## config.mk

```make
export PLATFORM = sky130hd
export DESIGN_NAME = positional_list_store
export DESIGN_NICKNAME = d
export VERILOG_FILES = /design/src/design/pls_pkg.sv /design/src/design/positional_list_store.sv /design/src/design/pls_cell.sv /design/src/design/pls_ctrl.sv
export SDC_FILE = /design/constraint.sdc
export NUM_CORES = 2
export LEC_CHECK = 0
export ABC_AREA = 1
export BUFFER_PORTS_ARGS = -buffer_cell sky130_fd_sc_hd__buf_2
export CAP_MARGIN = 0
export CORE_MARGIN = 5
export CORE_UTILIZATION = 49
export CTS_BUF_LIST = sky130_fd_sc_hd__clkbuf_8
export DETAILED_ROUTE_END_ITERATION = 12
export GPL_TIMING_DRIVEN = 1
export RECOVER_POWER = 50
export SLEW_MARGIN = 25
export SYNTH_ARGS = -nofsm -noshare
export SYNTH_HDL_FRONTEND = slang
export SYNTH_SLANG_ARGS = --single-unit
```

## constraint.sdc

```tcl
create_clock -name clock -period 9.3 [get_ports clock]
set_clock_uncertainty 0.1 [all_clocks]
set_input_delay 0.465 -clock clock [delete_from_list [all_inputs] [get_ports clock]]
set_output_delay 0.465 -clock clock [all_outputs]
set_load 0.1 [all_outputs]
```

## src/design/pls_pkg.sv

```systemverilog
// ----------------------------------------------------------------------------
// pls_pkg
// Shared types and constants for the positional list store: field widths,
// operation and status codes, cell commands and controller states.
// ----------------------------------------------------------------------------
package pls_pkg;

   localparam int DEPTH_DEF = 16;

   localparam int MODE_W  = 3;
   localparam int POS_W   = 5;
   localparam int DATA_W  = 32;
   localparam int STAT_W  = 2;
   localparam int COUNT_W = 5;

   typedef enum logic [MODE_W-1:0] {
      MODE_PUSH_FRONT = 3'd0,
      MODE_PUSH_BACK  = 3'd1,
      MODE_INSERT_AT  = 3'd2,
      MODE_POP_FRONT  = 3'd3,
      MODE_POP_BACK   = 3'd4,
      MODE_REMOVE_AT  = 3'd5,
      MODE_LIST_ALL   = 3'd6
   } pls_mode_type;

   typedef enum logic [STAT_W-1:0] {
      STATUS_DONE   = 2'd0,
      STATUS_BADPOS = 2'd1,
      STATUS_FULL   = 2'd2,
      STATUS_EMPTY  = 2'd3
   } pls_status_type;

   typedef enum logic [1:0] {
      CELL_HOLD   = 2'd0,
      CELL_INSERT = 2'd1,
      CELL_REMOVE = 2'd2,
      CELL_ROTATE = 2'd3
   } pls_cell_op_type;

   typedef enum logic {
      ST_IDLE = 1'b0,
      ST_LIST = 1'b1
   } pls_state_type;

endpackage

```

## src/design/positional_list_store.sv

```systemverilog
// A single-word result is registered at the edge that takes its request and can
// be taken from the next cycle on; list all registers its words from the list state.
// Throughput: one request per cycle, while the output is free, for every mode but
// list all, which holds the input until its last word, rotating the row once per word.
// Reset clears the element count, the controller state and the result valid;
// the cell contents are undefined until written.
// ----------------------------------------------------------------------------
// positional_list_store
// Bounded ordered list of signed words held in a row of cells, front first,
// with push, insert, pop, remove and full listing by position.
// ----------------------------------------------------------------------------
module positional_list_store #(
   parameter int DEPTH = pls_pkg::DEPTH_DEF
) (
   input  logic                          clock,
   input  logic                          reset,
   input  logic                          req_valid,
   output logic                          req_ready,
   input  logic [pls_pkg::MODE_W-1:0]    req_mode,
   input  logic [pls_pkg::POS_W-1:0]     req_position,
   input  logic signed [pls_pkg::DATA_W-1:0] req_value,
   output logic                          rsp_valid,
   input  logic                          rsp_ready,
   output logic [pls_pkg::STAT_W-1:0]    rsp_status,
   output logic signed [pls_pkg::DATA_W-1:0] rsp_element,
   output logic [pls_pkg::COUNT_W-1:0]   rsp_count,
   output logic                          rsp_last
);
   import pls_pkg::*;

   localparam int IDX_W = $clog2(DEPTH);
   localparam int CNT_W = $clog2(DEPTH + 1);

   pls_cell_op_type   cell_op;
   logic [IDX_W-1:0]  cell_idx;
   logic [DATA_W-1:0] cell_q [DEPTH];
   logic [DATA_W-1:0] pick_word;
   logic [DATA_W-1:0] element_w;

   assign pick_word   = cell_q[cell_idx];
   assign rsp_element = element_w;

   pls_ctrl #(
      .DEPTH (DEPTH),
      .IDX_W (IDX_W),
      .CNT_W (CNT_W)
   ) u_ctrl (
      .clock        (clock),
      .reset        (reset),
      .req_valid    (req_valid),
      .req_ready    (req_ready),
      .req_mode     (req_mode),
      .req_position (req_position),
      .rsp_valid    (rsp_valid),
      .rsp_ready    (rsp_ready),
      .rsp_status   (rsp_status),
      .rsp_element  (element_w),
      .rsp_count    (rsp_count),
      .rsp_last     (rsp_last),
      .cell_op      (cell_op),
      .cell_idx     (cell_idx),
      .front_word   (cell_q[0]),
      .pick_word    (pick_word)
   );

   for (genvar g = 0; g < DEPTH; g++) begin : g_cell
      logic [DATA_W-1:0] prev_w;
      logic [DATA_W-1:0] next_w;

      if (g == 0) begin : g_first
         assign prev_w = cell_q[g];
      end else begin : g_mid_prev
         assign prev_w = cell_q[g-1];
      end

      if (g == DEPTH - 1) begin : g_tail
         assign next_w = cell_q[g];
      end else begin : g_mid_next
         assign next_w = cell_q[g+1];
      end

      pls_cell #(
         .INDEX (g),
         .IDX_W (IDX_W)
      ) u_cell (
         .clock      (clock),
         .cell_op    (cell_op),
         .cell_idx   (cell_idx),
         .new_word   (req_value),
         .prev_word  (prev_w),
         .next_word  (next_w),
         .front_word (cell_q[0]),
         .entry      (cell_q[g])
      );
   end

endmodule

```

## src/design/pls_cell.sv

```systemverilog
// ----------------------------------------------------------------------------
// pls_cell
// One place of the list. Compares its own position with the broadcast index
// and takes its next value from the word in front, the word behind, the new
// word or the front of the list.
// ----------------------------------------------------------------------------
module pls_cell #(
   parameter int INDEX = 0,
   parameter int IDX_W = 4
) (
   input  logic                         clock,
   input  pls_pkg::pls_cell_op_type     cell_op,
   input  logic [IDX_W-1:0]             cell_idx,
   input  logic [pls_pkg::DATA_W-1:0]   new_word,
   input  logic [pls_pkg::DATA_W-1:0]   prev_word,
   input  logic [pls_pkg::DATA_W-1:0]   next_word,
   input  logic [pls_pkg::DATA_W-1:0]   front_word,
   output logic [pls_pkg::DATA_W-1:0]   entry
);
   import pls_pkg::*;

   localparam logic [IDX_W-1:0] MY_IDX = IDX_W'(INDEX);

   logic [DATA_W-1:0] entry_ff;
   logic [DATA_W-1:0] entry_in;

   always_comb begin
      entry_in = entry_ff;
      case (cell_op)
         CELL_INSERT: begin
            if (MY_IDX == cell_idx) begin
               entry_in = new_word;
            end else if (MY_IDX > cell_idx) begin
               entry_in = prev_word;
            end
         end
         CELL_REMOVE: begin
            if (MY_IDX >= cell_idx) begin
               entry_in = next_word;
            end
         end
         CELL_ROTATE: begin
            // The front word wraps round to the last occupied place.
            if (MY_IDX == cell_idx) begin
               entry_in = front_word;
            end else if (MY_IDX < cell_idx) begin
               entry_in = next_word;
            end
         end
         default: begin
            entry_in = entry_ff;
         end
      endcase
   end

   always_ff @(posedge clock) begin
      entry_ff <= entry_in;
   end

   assign entry = entry_ff;

endmodule

```

## src/design/pls_ctrl.sv

```systemverilog
// ----------------------------------------------------------------------------
// pls_ctrl
// Decodes each request into a command for the cell row, keeps the element
// count, walks the row during a full listing and holds the result register.
// ----------------------------------------------------------------------------
module pls_ctrl #(
   parameter int DEPTH = pls_pkg::DEPTH_DEF,
   parameter int IDX_W = $clog2(DEPTH),
   parameter int CNT_W = $clog2(DEPTH + 1)
) (
   input  logic                          clock,
   input  logic                          reset,
   input  logic                          req_valid,
   output logic                          req_ready,
   input  logic [pls_pkg::MODE_W-1:0]    req_mode,
   input  logic [pls_pkg::POS_W-1:0]     req_position,
   output logic                          rsp_valid,
   input  logic                          rsp_ready,
   output logic [pls_pkg::STAT_W-1:0]    rsp_status,
   output logic [pls_pkg::DATA_W-1:0]    rsp_element,
   output logic [pls_pkg::COUNT_W-1:0]   rsp_count,
   output logic                          rsp_last,
   output pls_pkg::pls_cell_op_type      cell_op,
   output logic [IDX_W-1:0]              cell_idx,
   input  logic [pls_pkg::DATA_W-1:0]    front_word,
   input  logic [pls_pkg::DATA_W-1:0]    pick_word
);
   import pls_pkg::*;

   localparam int CMP_W = ((CNT_W > POS_W) ? CNT_W : POS_W) + 1;

   pls_state_type     state_ff, state_in;
   logic [CNT_W-1:0]  count_ff, count_in;
   logic [CNT_W-1:0]  remain_ff, remain_in;
   logic              rsp_valid_ff, rsp_valid_in;
   logic [STAT_W-1:0] status_ff, status_in;
   logic [DATA_W-1:0] element_ff, element_in;
   logic              last_ff, last_in;

   logic              out_free;
   logic              accept;
   logic              full;
   logic              empty;
   logic [CMP_W-1:0]  pos_c;
   logic [CMP_W-1:0]  cnt_c;
   logic [CMP_W-1:0]  pos_m1;
   logic [IDX_W-1:0]  last_idx;

   pls_cell_op_type   dec_op;
   logic [IDX_W-1:0]  dec_idx;
   pls_status_type    dec_status;
   logic [DATA_W-1:0] dec_element;
   logic [CNT_W-1:0]  dec_count;
   logic              dec_list;

   assign out_free = !rsp_valid_ff || rsp_ready;
   assign accept   = req_valid && req_ready;
   assign full     = (count_ff == CNT_W'(DEPTH));
   assign empty    = (count_ff == '0);
   assign pos_c    = CMP_W'(req_position);
   assign cnt_c    = CMP_W'(count_ff);
   assign pos_m1   = pos_c - CMP_W'(1);
   assign last_idx = IDX_W'(count_ff - CNT_W'(1));

   // Request decode: status, row command and count after the operation.
   always_comb begin
      dec_op      = CELL_HOLD;
      dec_idx     = '0;
      dec_status  = STATUS_DONE;
      dec_element = '0;
      dec_count   = count_ff;
      dec_list    = 1'b0;
      case (req_mode)
         MODE_PUSH_FRONT, MODE_PUSH_BACK: begin
            if (full) begin
               dec_status = STATUS_FULL;
            end else begin
               dec_op    = CELL_INSERT;
               dec_idx   = (req_mode == MODE_PUSH_FRONT) ? '0 : IDX_W'(count_ff);
               dec_count = count_ff + CNT_W'(1);
            end
         end
         MODE_INSERT_AT: begin
            if (pos_c == '0 || pos_c > cnt_c + CMP_W'(1)) begin
               dec_status = STATUS_BADPOS;
            end else if (full) begin
               dec_status = STATUS_FULL;
            end else begin
               dec_op    = CELL_INSERT;
               dec_idx   = pos_m1[IDX_W-1:0];
               dec_count = count_ff + CNT_W'(1);
            end
         end
         MODE_POP_FRONT, MODE_POP_BACK, MODE_REMOVE_AT: begin
            if (empty) begin
               dec_status = STATUS_EMPTY;
            end else if (req_mode == MODE_REMOVE_AT &&
                         (pos_c == '0 || pos_c > cnt_c)) begin
               dec_status = STATUS_BADPOS;
            end else begin
               dec_op = CELL_REMOVE;
               if (req_mode == MODE_POP_FRONT) begin
                  dec_idx = '0;
               end else if (req_mode == MODE_POP_BACK) begin
                  dec_idx = last_idx;
               end else begin
                  dec_idx = pos_m1[IDX_W-1:0];
               end
               dec_element = pick_word;
               dec_count   = count_ff - CNT_W'(1);
            end
         end
         MODE_LIST_ALL: begin
            if (empty) begin
               dec_status = STATUS_EMPTY;
            end else begin
               dec_list = 1'b1;
            end
         end
         default: begin
            dec_status = STATUS_DONE;
         end
      endcase
   end

   // Next state.
   always_comb begin
      state_in = state_ff;
      case (state_ff)
         ST_IDLE: begin
            if (accept && dec_list) begin
               state_in = ST_LIST;
            end
         end
         ST_LIST: begin
            if (out_free && remain_ff == CNT_W'(1)) begin
               state_in = ST_IDLE;
            end
         end
         default: begin
            state_in = ST_IDLE;
         end
      endcase
   end

   // Outputs and datapath updates.
   always_comb begin
      req_ready    = 1'b0;
      cell_op      = CELL_HOLD;
      cell_idx     = '0;
      count_in     = count_ff;
      remain_in    = remain_ff;
      rsp_valid_in = rsp_valid_ff && !rsp_ready;
      status_in    = status_ff;
      element_in   = element_ff;
      last_in      = last_ff;
      case (state_ff)
         ST_IDLE: begin
            req_ready = out_free;
            if (accept) begin
               if (dec_list) begin
                  remain_in = count_ff;
               end else begin
                  cell_op      = dec_op;
                  cell_idx     = dec_idx;
                  count_in     = dec_count;
                  rsp_valid_in = 1'b1;
                  status_in    = dec_status;
                  element_in   = dec_element;
                  last_in      = 1'b1;
               end
            end
         end
         ST_LIST: begin
            // Each word sent rotates the row by one, so after the whole
            // listing the list stands as before.
            if (out_free) begin
               cell_op      = CELL_ROTATE;
               cell_idx     = last_idx;
               remain_in    = remain_ff - CNT_W'(1);
               rsp_valid_in = 1'b1;
               status_in    = STATUS_DONE;
               element_in   = front_word;
               last_in      = (remain_ff == CNT_W'(1));
            end
         end
         default: begin
            req_ready = 1'b0;
         end
      endcase
   end

   always_ff @(posedge clock) begin
      if (reset) begin
         state_ff     <= ST_IDLE;
         count_ff     <= '0;
         remain_ff    <= '0;
         rsp_valid_ff <= 1'b0;
      end else begin
         state_ff     <= state_in;
         count_ff     <= count_in;
         remain_ff    <= remain_in;
         rsp_valid_ff <= rsp_valid_in;
      end
   end

   always_ff @(posedge clock) begin
      status_ff  <= status_in;
      element_ff <= element_in;
      last_ff    <= last_in;
   end

   assign rsp_valid   = rsp_valid_ff;
   assign rsp_status  = status_ff;
   assign rsp_element = element_ff;
   assign rsp_count   = COUNT_W'(count_ff);
   assign rsp_last    = last_ff;

endmodule

```

==> flow_summary.json <==
{
  "status": "finished, violations left",
  "failed_checks": "max-capacitance violations, max-slew violations",
  "flops_latches_synth": 559,
  "design_area_sq_um": 38500,
  "whs_ns": 0.0379,
  "worst-path-max-fanout": 40,
  "gate_count_post_synth": 4651,
  "timing.setup.tns_ns": 0,
  "die_w_um": 280,
  "start_util": 0.493,
  "post-route-period-util": 0.848,
  "via_count_of_the_first_global_routing_pass": 31800,
  "floorplan.io_pins": 86,
  "synth_top_flop_cell": "sky130_fd_sc_hd__edfxtp_1",
  "cellPowerDensity_nw_per_um2": 212,
  "crit_arrival_ns": 8.18,
  "synth_cell_type_count": 50,
  "register_area_sq_um": 16700,
  "max_cap_violations": 15,
  "ant_nets": 0,
  "io_buffer_count": 85,
  "drtPass1Iterations": 9,
  "post-route-drc-count": 0,
  "cts_num_sinks": 559,
  "layout.filler_cells": 7043,
  "first_pass_grt_wire_length_mm": 219,
  "core_area_sq_um": 72700,
  "slew_viol_final": 515,
  "final_net_count": 4645,
  "peakVddDrop_mv": 0.152,
  "pin_count_of_the_biggest_net_entering_global_routing": 119,
  "synthesis.nets": 4710,
  "gp_routability_congestion": 0.900,
  "cts_buffers": 103,
  "worst_slew_margin_rel": -1.20,
  "cts_tree": "yes",
  "min_delay_path_depth": 3,
  "final-hold-violation-count": 0,
  "drt_first_iter_violations": 5913,
  "endpoint_kind": "flip-flop",
  "synth_enable_flop_cells": 547,
  "yosysSeqAreaShare": 0.465,
  "root_buffer": "sky130_fd_sc_hd__clkbuf_8",
  "synth-warning-count": 0,
  "rsz0062_at_grt": "false",
  "dpl.cell_count": 5418,
  "mappedNetlistArea_sq_um": 35800,
  "critPathKind": "reg2reg",
  "floorplan.rows": 99,
  "grt_overflow_total": 0,
  "post-layout-total-power_mw": 8.15,
  "postSynth.asyncResetShare": 0,
  "area_growth_pct": 7.56,
  "cts-root-to-sink-buffers": 3,
  "clock_insertion_delay_worst_skew_ns": 0.75,
  "hold_class": "in2reg",
  "num_vias": 35200,
  "leakage_nw": 16.2,
  "layout_commonest_cell": "sky130_fd_sc_hd__nand2_1",
  "die_area_sq_um": 78600,
  "dieHeight_um": 280,
  "cp_data_required_time_ns": 9.59,
  "final-setup-viol-count": 0,
  "syn_avg_cell_area_sq_um": 7.70,
  "layout_common_cells": "sky130_fd_sc_hd__nand2_1 (1396), sky130_fd_sc_hd__nand3_1 (748), sky130_fd_sc_hd__edfxtp_1 (547)",
  "post_drt_via_cell_ratio": 6.26,
  "path_clk_slew_ns": 0.07,
  "layout_min_cycle_time_ns": 7.89,
  "number_of_antenna_violations_at_the_first_check_in_global_routing": 3,
  "final_cell_count_no_fill": 5632,
  "drt-wirelength-per-cell_um": 26.9,
  "ff2ff_path_depth": 11,
  "multiInputGateArea_sq_um": 15800,
  "timing_worst_slew_pin_value_ns": 3.30,
  "drt_wirelength_mm": 152,
  "cp-start-kind": "flip-flop",
  "dp_hpwl_mm": 92.7,
  "dpl_cell_area_sq_um": 36700,
  "drive_gt1_frac": 0.0728,
  "cts_setup_buffers": 0,
  "achievable_clock_frequency_ghz": 0.127,
  "ctsHtreeMaxLevel": 3,
  "global_route.usage.total": 0.371
}
power breakdown:
group	total [mW]	switching (mW)	leakage, nW	internal [mW]
Clock	2.23	1.18	1.10	1.05
Sequential	3.53	0.244	5.17	3.29
Combinational	2.39	1.77	9.95	0.618
Total	8.15	3.19	16.2	4.96
worst max-delay path, cell delays in order (launching register included):
cell	delay [ns]
sky130_fd_sc_hd__dfxtp_1	0.34
sky130_fd_sc_hd__clkbuf_1	2.29
sky130_fd_sc_hd__nor2_1	0.32
sky130_fd_sc_hd__nand2_1	0.32
sky130_fd_sc_hd__inv_1	0.22
sky130_fd_sc_hd__a21oi_1	0.84
sky130_fd_sc_hd__buf_4	0.62
sky130_fd_sc_hd__nand2_1	0.45
sky130_fd_sc_hd__nor2_8	0.44
sky130_fd_sc_hd__o21ai_2	0.20
sky130_fd_sc_hd__inv_1	1.21
sky130_fd_sc_hd__o21ai_0	0.19
synthesized netlist by cell type, types with 12 or more instances:
cell                       count  area share
sky130_fd_sc_hd__nand2_1    1397        0.15
sky130_fd_sc_hd__nand3_1     748        0.10
sky130_fd_sc_hd__edfxtp_1    547        0.46
sky130_fd_sc_hd__inv_1       439       0.046
sky130_fd_sc_hd__o21ai_0     415       0.058
sky130_fd_sc_hd__o21ai_1     199       0.028
sky130_fd_sc_hd__clkbuf_1    166       0.017
sky130_fd_sc_hd__o211ai_1    158       0.033
sky130_fd_sc_hd__buf_2       140       0.020
sky130_fd_sc_hd__a21oi_1      65      0.0091
sky130_fd_sc_hd__nor2_1       65      0.0068
sky130_fd_sc_hd__o22ai_1      38      0.0066
sky130_fd_sc_hd__nand3b_1     31      0.0065
sky130_fd_sc_hd__o21bai_1     31      0.0065
sky130_fd_sc_hd__buf_4        29      0.0061
sky130_fd_sc_hd__inv_2        28      0.0029
sky130_fd_sc_hd__buf_1        17      0.0018
sky130_fd_sc_hd__buf_6        17      0.0053
sky130_fd_sc_hd__ha_1         15      0.0052
sky130_fd_sc_hd__nand2_2      13      0.0023
sky130_fd_sc_hd__dfxtp_1      12      0.0067
path summary, 6_finish.rpt:
path	end	startpoint	slack (ns)
worst min register to register	u_ctrl.remain_ff[1]	u_ctrl.remain_ff[1]	0.44
worst min-delay path	g_cell[1].u_cell.entry[7]	req_value[7]	0.04
worst max-delay path	g_cell[13].u_cell.entry[6]	u_ctrl.state_ff	1.41
worst max register to register	g_cell[13].u_cell.entry[6]	u_ctrl.state_ff	1.41
kinds of logic after synthesis:
kind of cell,Yosys count,synth area share
compound gates,930,0.148
xor+xnor,9,0.00220
fa+ha+maj,15,0.00524
buf+inv,843,0.100
flops,559,0.465
simple gates,2295,0.279
stage by stage:
stage,worst slack [ns],utilization
after global placement,3.32,0.504
after CTS,3.24,0.532
after detailed placement,3.24,0.504
final,1.41,0.530
after global routing,1.42,0.530
after floorplan,2.46,-
cell type report:
class / instances / share of cell area
Antenna cell: 2 / 0.000130
Clock buffer: 105 / 0.0375
Clock inverter: 85 / 0.0101
Inverter: 472 / 0.0463
Multi-Input combinational cell: 3249 / 0.409
Sequential cell: 559 / 0.433
Tap cell: 959 / 0.0311
Timing Repair Buffer: 201 / 0.0332
state kept, by name, indices dropped and copies added, names as in the netlist:
name,flops
g_cell.u_cell.entry,512
u_ctrl.rsp_element,32
u_ctrl.remain_ff,5
u_ctrl.rsp_count,5
u_ctrl.rsp_status,2
u_ctrl.rsp_last,1
u_ctrl.rsp_valid,1
u_ctrl.state_ff,1
layer usage:
metal | vias up | global-route usage | wire length [um]
li1 | 15700 | - | -
met1 | 16500 | 0.543 | 60000
met2 | 2815 | 0.517 | 61600
met3 | 281 | 0.140 | 25700
met4 | 0 | 0.104 | 4320
met5 | - | 0 | 0
repair_timing:
action | 4_1_cts | 5_1_grt
hold endpoints to repair | 49 | 0
hold buffers | 22 | 0
resized for setup | 0 | 0
Power figures use the tool's default switching activity.
